`src/rtl/core/assert_macros.svh`:
```
// assertion macros shared by the rtl
`ifndef ASSERT_MACROS_SVH
`define ASSERT_MACROS_SVH

// clocked check, off while reset is asserted
`define CTT_ASSERT(lbl, prop) \
  lbl: assert property (@(posedge clk_i) disable iff (!rst_ni) (prop)) \
    else $error("ctt assertion failed");

// clocked check that also holds during reset
`define CTT_ASSERT_ALWAYS(lbl, prop) \
  lbl: assert property (@(posedge clk_i) (prop)) \
    else $error("ctt assertion failed");

`endif

```
`src/rtl/core/ctt_pkg.sv`:
```
package ctt_pkg;

  // raw opcodes on the command port
  localparam logic [1:0] OPC_INSERT     = 2'd0;
  localparam logic [1:0] OPC_REMOVE     = 2'd1;
  localparam logic [1:0] OPC_LOOKUP     = 2'd2;
  localparam logic [1:0] OPC_PORT_QUERY = 2'd3;

  // command queue between front and back
  localparam int unsigned QDepth = 2;
  localparam int unsigned QPtrW  = $clog2(QDepth);
  localparam int unsigned QCntW  = $clog2(QDepth + 1);

  typedef enum logic [1:0] {
    OP_INSERT     = 2'd0,
    OP_REMOVE     = 2'd1,
    OP_LOOKUP     = 2'd2,
    OP_PORT_QUERY = 2'd3
  } op_e;

  typedef enum logic [1:0] {
    ST_DONE    = 2'd0,
    ST_PRESENT = 2'd1,
    ST_MISS    = 2'd2,
    ST_FULL    = 2'd3
  } status_e;

  typedef struct packed {
    logic [31:0] src_addr;
    logic [31:0] dst_addr;
    logic [15:0] src_port;
    logic [15:0] dst_port;
  } key_t;

  // one table entry as stored in the data ram
  typedef struct packed {
    key_t        key;
    logic [15:0] handle;
  } ent_t;

  // classified command
  typedef struct packed {
    op_e         op;
    key_t        key;
    logic [15:0] handle;
  } cmd_t;

  typedef struct packed {
    logic        found;
    logic [15:0] handle;
    status_e     status;
  } res_t;

  // queue side of the front/back link
  typedef struct packed {
    logic vld;
    cmd_t cmd;
  } q_head_t;

  // back engine status seen by the front
  typedef struct packed {
    logic clearing;
  } bk_stat_t;

endpackage

```
`src/rtl/core/ctt_front.sv`:
```
module ctt_front import ctt_pkg::*; (
  input  logic        clk_i,
  input  logic        rst_ni,
  input  logic        start_i,
  input  logic [1:0]  opcode_i,
  input  logic [31:0] src_addr_i,
  input  logic [31:0] dst_addr_i,
  input  logic [15:0] src_port_i,
  input  logic [15:0] dst_port_i,
  input  logic [15:0] conn_handle_i,
  input  bk_stat_t    bk_stat_i,
  input  logic        pop_i,
  output q_head_t     head_o,
  output logic        busy_o
);

  cmd_t             cmd;
  op_e              op;
  logic             push;
  cmd_t             mem_q [QDepth];
  logic [QPtrW-1:0] wptr_q, wptr_d, rptr_q, rptr_d;
  logic [QCntW-1:0] cnt_q, cnt_d;

  // classify the opcode
  always_comb begin
    unique case (opcode_i)
      OPC_INSERT:     op = OP_INSERT;
      OPC_REMOVE:     op = OP_REMOVE;
      OPC_LOOKUP:     op = OP_LOOKUP;
      OPC_PORT_QUERY: op = OP_PORT_QUERY;
    endcase
  end

  assign cmd.op           = op;
  assign cmd.key.src_addr = src_addr_i;
  assign cmd.key.dst_addr = dst_addr_i;
  assign cmd.key.src_port = src_port_i;
  assign cmd.key.dst_port = dst_port_i;
  assign cmd.handle       = conn_handle_i;

  assign busy_o = bk_stat_i.clearing || (cnt_q == QCntW'(QDepth));
  assign push   = start_i && !busy_o;

  always_comb begin
    wptr_d = wptr_q;
    rptr_d = rptr_q;
    cnt_d  = cnt_q;
    if (push) begin
      wptr_d = (wptr_q == QPtrW'(QDepth - 1)) ? '0 : wptr_q + QPtrW'(1);
    end
    if (pop_i) begin
      rptr_d = (rptr_q == QPtrW'(QDepth - 1)) ? '0 : rptr_q + QPtrW'(1);
    end
    if (push && !pop_i) begin
      cnt_d = cnt_q + QCntW'(1);
    end else if (!push && pop_i) begin
      cnt_d = cnt_q - QCntW'(1);
    end
  end

  always_ff @(posedge clk_i or negedge rst_ni) begin
    if (!rst_ni) begin
      wptr_q <= '0;
      rptr_q <= '0;
      cnt_q  <= '0;
    end else begin
      wptr_q <= wptr_d;
      rptr_q <= rptr_d;
      cnt_q  <= cnt_d;
    end
  end

  always_ff @(posedge clk_i) begin
    if (push) begin
      mem_q[wptr_q] <= cmd;
    end
  end

  assign head_o.vld = (cnt_q != '0);
  assign head_o.cmd = mem_q[rptr_q];

endmodule

```
`config.mk`:
```
export PLATFORM = sky130hd
export DESIGN_NAME = ctt_front
export DESIGN_NICKNAME = d
export VERILOG_FILES = /design/src/rtl/core/assert_macros.svh /design/src/rtl/core/ctt_pkg.sv /design/src/rtl/core/ctt_front.sv
export SDC_FILE = /design/constraint.sdc
export NUM_CORES = 1
export LEC_CHECK = 0
export BUFFER_PORTS_ARGS = -buffer_cell sky130_fd_sc_hd__buf_2
export CAP_MARGIN = 20
export CORE_MARGIN = 1.5
export CORE_UTILIZATION = 50
export CTS_BUF_LIST = sky130_fd_sc_hd__clkbuf_8 sky130_fd_sc_hd__clkbuf_16
export DETAILED_ROUTE_END_ITERATION = 8
export PLACE_DENSITY_LB_ADDON = 0.25
export SKIP_LAST_GASP = 1
export SLEW_MARGIN = 20
export SYNTH_ARGS = -nofsm -noshare
export SYNTH_HDL_FRONTEND = slang
export SYNTH_SLANG_ARGS = --single-unit
export TNS_END_PERCENT = 1
```
`constraint.sdc`:
```
create_clock -name clk_i -period 11 [get_ports clk_i]
set_input_delay 0.55 -clock clk_i [delete_from_list [all_inputs] [get_ports clk_i]]
set_output_delay 0.55 -clock clk_i [all_outputs]
set_load 0.01 [all_outputs]
```
### Word-level counts from Yosys, hierarchy flattened

Memory sizes are Yosys's and may differ from the RTL's.
Index checks and enable logic that the tools add are counted.

* register bits: 4
* memories kept: 1
* output and inout port bits: 116
* bits of input ports: 119
* logic and storage cells: 29
* memory bits (writable): 228

Memories
* mem_q: words 2, width 114, read ports 1, clocked after memory_dff 0, write ports 1, RTL line ctt_front.sv:20 `cmd_t mem_q [QDepth];`

* eq/ne operators: 4
* mux-type cells: 7
* reductions and logical operators: 10
* add/sub/neg operators: 4

Operators with widths (number)
* 2-bit one-hot mux with 4 select lines: 1
* 2-bit == test (second input constant): 3
* 1-bit 2-to-1 mux: 4
* 2-bit 2-to-1 mux: 2
* 2-bit nonzero test: 2
* 1-bit logical AND: 3
* 1-bit logical NOT: 3
* 1-bit adder (second input constant): 2
* 2-bit by 1-bit adder with 2-bit output (second input constant): 1
* 2-bit by 1-bit == test with 1-bit output (second input constant): 1
* 2-bit logical NOT: 1
* 2-bit by 1-bit subtractor with 2-bit output (second input constant): 1
* 1-bit logical OR: 1

### Logic depth before layout (Yosys ltp)

Gate-level depths: netlist (run 1).

* depth in word-level cells: 8
* mapped depth: 7
* depth with buffers taken out: 7

### Least setup slack after synthesis (run 1)

Ideal clock, no wire load.

* path kind: input -> register
* start point: in bk_stat_i
* end point: mem mem_q[0][0] (netlist bit), enable pin
* path slack: 4.904 ns
* required time: 10.411 ns
* buffers on the path: 0
* stages on the path: 2
* library setup time: 0.589 ns
* arrival: 5.507 ns
* cells stage by stage: nand3b_1 nor2_1

* longest elaborated chain between the ends: 5

RTL lines
* from (decl): RTL line ctt_front.sv:11 `input bk_stat_t bk_stat_i,`
* 1-bit logical OR: RTL line ctt_front.sv:41 `assign busy_o = bk_stat_i.clearing || (cnt_q == QCntW'(QDepth));`
* 1-bit logical NOT: RTL line ctt_front.sv:42 `assign push = start_i && !busy_o;`
* 1-bit logical AND: RTL line ctt_front.sv:42
* 1-bit 2-to-1 mux: RTL line ctt_front.sv:74 `if (push) begin`
* 1-bit 2-to-1 mux (not written as such): RTL line ctt_front.sv:75 `mem_q[wptr_q] <= cmd;`
* to (decl): RTL line ctt_front.sv:20

Every way passes these cells.

==> metrics.txt, run 1 <==
outcome=finished, final reports clean; M1 wire length=6080 um; Seq cells post-synth=232; crit path max fanout=72; Routed Antenna Nets=0; Die Ht=134 um; drt first pass iters=6; via count=4239; R2R setup slack=~8 ns; peak supply drop=around 0.15 mV; HPWL after DPL=between 9000 and 10000 um; htree depth=1; area grow syn2layout=23.8%; Worst EP arrival=3.03 ns; initial antenna violation count=1; # IOs=235; register area=6950 sq um; port bufs=234; WL met2=7180 um; pwr/cell area=238 nW/um^2; Inst Count DP=819; sequential share of power=0.460; Total Power=~2500 uW; CP required=about 10 ns; fmax=about 280 MHz; RR Startpoint=cnt_q[0]; unrepaired setup endpoints after global routing=false; Final nets=745; Sw Ratio=0.273; first-pass GRT wire length=23200 um; final setup vio count=0; P_sw=between 600 and 700 uW; synth unique cells=16; Cell Int Power=1850 uW; Comb power frac=0.263; WL/cell=17.8 um; Worst Setup SP=rptr_q; number of fill cells in the layout=1200; setup tns final=0 ns; Gate Count Post-Synth=around 380; largest net degree at the start of global routing=73; Synth Area per Inst=23.0 sq um; clock network power share=0.277; vias per inst=a little under 5; commonest cells after routing, fill and taps aside=buf_2 (234), edfxtp_1 (228), mux2_2 (64), mux2_4 (50), clkbuf_16 (23); Min Clock Period, post-route=3.58 ns; number of hold violations in the final report=0; synthesized net count=496; clock root buffer=clkbuf_16; max-slew violations=0; Worst Setup Start Kind=register; CTS tree=done; leakage power=0.00412 uW; warning count from the yosys run=0; Reg clk slew, reported paths=0.07 ns; total CTS buffers=23; num rows=47; Final Skew=0.00827 ns; total clock sinks=roughly 230; max-cap violations=0; multi-input logic area=1580 sq um; Hold Crit Start=src_addr_i[1]; period utilization=0.326; Top Metal Used=met4; CP Class=register to primary output; Crit. End Element=primary output; Post-Route WL=~15000 um; Final Util=0.638; DP Area=10000 sq um; Iteration-0 DRC Markers=174; Final Instance Area=between 10000 and 15000 sq um; Tot GR Track Use=0.166; Seq/Total Area, Yosys=0.804; mapped cell area=about 8600 sq um; DRC viols=0; worst-margin pin slew=1.08 ns; GRT Residual Overflow=0; die area=between 15000 and 20000 sq um; Die X=approximately 130 um; Max transition margin=0.282; Placeable Area=16800 sq um; most common cell after layout, fill and taps aside=buf_2; Final GP Congestion=slightly above 0.7; Hold WC Path Type=input port to register; vias in the first global route=4519; wire length on met3=1640 um; Final Non-Filler Cells=~860; CTS max path bufs=3; Initial Utilization=0.515; share of layout cells above drive strength 1=0.604; Clock Latency Late Sink=0.50 ns
## worst paths after layout
path | to | cells past startpoint
setup / recovery | head_o[35] | 3
hold / removal | mem_q[0][81] | 1
setup reg to reg | mem_q[0][113] | 5
min in group asynchronous | rptr_q | 2
hold reg to reg | cnt_q[1] | 1
max in group asynchronous | rptr_q | 2
## sequential cells by signal, indices dropped and copies added, names as in the netlist
signal,cells
cnt_q,2
wptr_q,1
mem_q,228
rptr_q,1
## metrics by stage
stage / hold slack, ns / worst slack [ns]
6_report: 0.231 / 7.42
2_1_floorplan: 0.254 / 4.90
3_3_place_gp: 0.360 / 7.82
3_5_place_dp: 0.362 / 7.74
4_1_cts: 0.210 / 7.34
5_1_grt: 0.214 / 7.25
## metal layers
layer / up-vias / global-route usage
met5: - / 0.00833
met4: 0 / 0.0573
met3: 33 / 0.0695
met2: 182 / 0.274
met1: 2041 / 0.195
li1: 1983 / -
## what timing repair did
action,CTS,global route
hold endpoints to repair,4,0
resized for setup,0,0
hold buffers,1,0
setup buffers,0,0
## critical path: stages (launching register included)
cell     delay, ns
dfrtp_4       0.91
buf_4         0.94
mux2_2        0.43
buf_2         0.14
## synthesized netlist by cell type
cell / number / area, sq um
nand3b_1: 1 / 7.51
nand2b_1: 2 / 12.5
or2_2: 1 / 6.26
mux2_4: 50 / 751
buf_6: 7 / 78.8
and2_1: 1 / 6.26
ha_1: 1 / 12.5
nor2_1: 2 / 7.51
mux2_2: 64 / 721
edfxtp_1: 228 / 6850
xnor2_1: 2 / 17.5
xor2_1: 3 / 26.3
inv_1: 2 / 7.51
dfrtp_1: 4 / 100
clkbuf_1: 2 / 7.51
buf_2: 6 / 30.0
## layout make-up
cell class	instances	area share
antenna	1	0.000234
tap	220	0.0257
clock inverter	14	0.00866
sequential	232	0.650
inverter	2	0.000702
timing repair buffer	239	0.113
clock buffer	23	0.0538
multi-input combinational	127	0.148
## power groups by stage
| stage | Clock, uW | Sequential, uW | Combinational [uW] |
|---|---|---|---|
| final | 705 | 1170 | 668 |
| after global routing | 752 | 1180 | 721 |
| after floorplan | 0 | 1150 | 498 |
| after detailed placement | 0 | 1190 | 678 |
| after CTS | 721 | 1170 | 681 |
| after global placement | 0 | 1180 | 670 |
## kinds of logic after synthesis
group | Yosys count | share of synthesized area
simple gates | 7 | 0.00464
flops | 232 | 0.804
fa+ha+maj | 1 | 0.00145
mux | 114 | 0.170
buf+inv | 17 | 0.0143
xor+xnor | 5 | 0.00507
Power figures use the tool's default switching activity.
==> run 2: changes to the inputs <==
--- a/config.mk
+++ b/config.mk
@@ -5,6 +5,7 @@
 export SDC_FILE = /design/constraint.sdc
 export NUM_CORES = 1
 export LEC_CHECK = 0
+export ABC_AREA = 1
 export BUFFER_PORTS_ARGS = -buffer_cell sky130_fd_sc_hd__buf_2
 export CAP_MARGIN = 20
 export CORE_MARGIN = 1.5
==> constraint.sdc (replaced) <==
create_clock -name clk_i -period 3.6 [get_ports clk_i]
set_input_delay 0.18 -clock clk_i [delete_from_list [all_inputs] [get_ports clk_i]]
set_output_delay 0.18 -clock clk_i [all_outputs]
set_load 0.01 [all_outputs]
==> run 2 against run 1 <==
Effect of this change: critical path depth stayed put; sequential power grew to 3.0 times the previous value; non-clock buffer count is 117 higher; sequential cell count stayed put; total power grew to 3.1 times the previous value; die area is 0.22% higher; worst hold slack worse by 0.21 ns; routed wire length is 14% higher; global-route usage is 2.9 points higher; via count is 15% higher; setup slack worse by 6.3 ns; core utilization is 7.1 points higher; largest power group unchanged; highest routed layer unchanged.
==> metrics.txt, run 2 <==
Worst Setup Start Kind=register; Post-synth ARST share=0.0172 (unchanged); Final Non-Filler Cells=982 (+14%); die area=18100 sq um (+0.22%); Tot GR Track Use=0.195 (+0.0292); setup tns final=0 ns (unchanged); CTS tree=done; R2R setup slack=1.45 ns (-6.53 ns); Reg clk slew, reported paths=0.06 ns (about the same); wire length on met3=1330 um (-19%); Max transition margin=0.481 (+0.199); CP required=3.42 ns (-7.03 ns); ant diodes=0 (-1); largest cells by area after synthesis=edfxtp_1 (79%), mux2_4 (8.7%), mux2_2 (8.3%), dfrtp_1 (1.2%), buf_6 (0.91%); Die Ht=135 um (+0.11%); Routed Antenna Nets=0 (unchanged); vias per inst=4.96 (+0.48%); Final nets=873 (+17%); largest stage delay on the critical path=0.72 ns (-0.22 ns); Crit. End Element=primary output; WL met2=8840 um (+23%); CTS max path bufs=3 (unchanged); Final GP Congestion=0.782 (+8.3%); share of layout cells above drive strength 1=0.501 (-0.103); drt first pass iters=6 (unchanged); # IOs=235 (unchanged); htree depth=1 (unchanged); RR Startpoint=cnt_q[0]; crit path max-delay cell type=dfrtp_4; Initial Utilization=0.517 (+0.00119); period utilization=0.687; Largest regs=mem_q: 228 flops, cnt_q: 2 flops; Inst Count DP=832 (+1.6%); vias in the first global route=5446 (+21%); Synth Area per Inst=22.4 sq um (-2.6%); WP depth=3 (unchanged); post-cts sizing count=0 (unchanged); WL/cell=17.8 um (-0.24%); peak supply drop=0.511 mV (+230%); max reg flops=228 (unchanged); R2R depth=5 (unchanged); Worst EP arrival=2.29 ns (-0.74 ns); num rows=47 (unchanged); area grow syn2layout=37.2%; Min Clock Period, post-route=2.47 ns; first-pass GRT wire length=27200 um (+17%); crit-path cells=buf_4 -> mux2_2 -> buf_2; Setup WS pre-CTS=1.46 ns (-6.28 ns); via count=4875 (+15%); Hold WC Path Type=input port to async pin; Hold Slack=0.0249 ns (-0.206 ns); Reg-to-Reg End=mem_q[0][88]; worst-margin pin slew=0.779 ns (-0.299 ns); leakage power=0.00467 uW (+13%); number of hold violations in the final report=0 (unchanged); total clock sinks=232 (unchanged); Top Metal Used=met4; port bufs=234 (unchanged); Iteration-0 DRC Markers=191 (+9.8%); most common cell in the netlist=edfxtp_1; pwr/cell area=660 nW/um^2 (+180%); total CTS buffers=23 (unchanged); initial antenna violation count=0 (-1); crit path max fanout=33 (-54%); Seq/Total Area, Yosys=0.802 (-0.00186); HPWL after DPL=10500 um (+7.1%); unrepaired setup endpoints after global routing=false; register with the most flip-flops=mem_q; GRT Residual Overflow=0 (unchanged); Placeable Area=16800 sq um (unchanged); Post-Route WL=17500 um (+14%); most common cell after layout, fill and taps aside=buf_2; clock root buffer=clkbuf_16; max-cap violations=0 (unchanged); Final Skew=0.00740 ns (-0.000865 ns); final setup vio count=0 (unchanged); DRC viols=0 (unchanged); Gate Count Post-Synth=387 (+2.9%); outcome=finished, final reports clean; Seq cells post-synth=232 (unchanged); commonest cells after routing, fill and taps aside=buf_2 (234), edfxtp_1 (228), dlygate4sd3_1 (116), mux2_2 (64), mux2_4 (50); synthesized net count=507 (+2.2%); fmax=404 MHz; share of the synthesized area in the top cell type=0.791 (-0.00183); M1 wire length=6910 um (+14%); warning count from the yosys run=0 (unchanged); Clock Latency Late Sink=0.49 ns (about the same); top cells by count, synth=edfxtp_1 (228), mux2_2 (64), mux2_4 (50); crit path capture=head_o[113]; slack of the critical path=1.13 ns (-6.29 ns); synth unique cells=15 (-1); WP buf/inv=2 (unchanged); number of flops mapped to enable cells by yosys=228 (unchanged); largest net degree at the start of global routing=61 (-16%); Worst Setup SP=rptr_q; kind of cell adding the most delay to the critical path=flip-flops; mapped cell area=8660 sq um (+0.23%); max-slew violations=0 (unchanged); Synth area leader=edfxtp_1; Top FF cell, synth=edfxtp_1; CP Class=register to primary output; Die X=135 um (+0.11%)
==> run 2: area by class of cell <==
type,count,area [sq um]
multi-input combinational,131,1570
clock buffer,23,576
tap,220,275
timing repair buffer,356,2400
sequential,232,6950
inverter,9,36.3
fill,1050,4880
clock inverter,11,68.8
==> run 2: per-stage QoR <==
step,util,power [uW],area [sq um]
2_1_floorplan,-,5010,8670
3_3_place_gp,0.601,5660,10100
5_1_grt,0.709,8200,11900
3_5_place_dp,0.601,5710,10100
4_1_cts,0.709,7900,11900
6_report,0.709,7840,11900
==> run 2: per-layer routing <==
metal / track usage / up-vias
met5: 0 / -
li1: - / 2247
met2: 0.349 / 215
met4: 0.0639 / 0
met1: 0.230 / 2382
met3: 0.0507 / 31
==> run 2: power breakdown <==
group	internal (uW)	total [uW]	leakage, uW	switching [uW]
combinational	1150	2240	0.00220	1090
clock	1210	2090	0.000342	884
sequential	3360	3510	0.00213	155
==> run 2: logic make-up (layout without fill, tap and decap cells) <==
logic type	after synthesis	in the layout	share of synthesized area
XOR/XNOR	2	2	0.00202
adder cells (fa/ha/maj)	1	1	0.00144
buffers and inverters	24	399	0.0173
flip-flops	232	232	0.802
multiplexers	114	114	0.170
AND/OR/NAND/NOR	14	14	0.00694
==> run 2: worst min path at each step <==
stage,start,end,slack (ns),cells past startpoint
after floorplan,rst_ni,cnt_q[0],-0.12,0
final,rst_ni,cnt_q[1],0.02,2
after global placement,rst_ni,cnt_q[1],-0.01,1
after CTS,rst_ni,cnt_q[0],0.006,2
after global routing,rst_ni,cnt_q[0],0.02,2
after detailed placement,rst_ni,cnt_q[0],-0.01,1
==> run 2: what timing repair did <==
| action | CTS | global route |
|---|---|---|
| hold endpoints to repair | 233 | 0 |
| setup buffers | 0 | 0 |
| setup endpoints to repair | 0 | 0 |
| hold buffers | 116 | 0 |
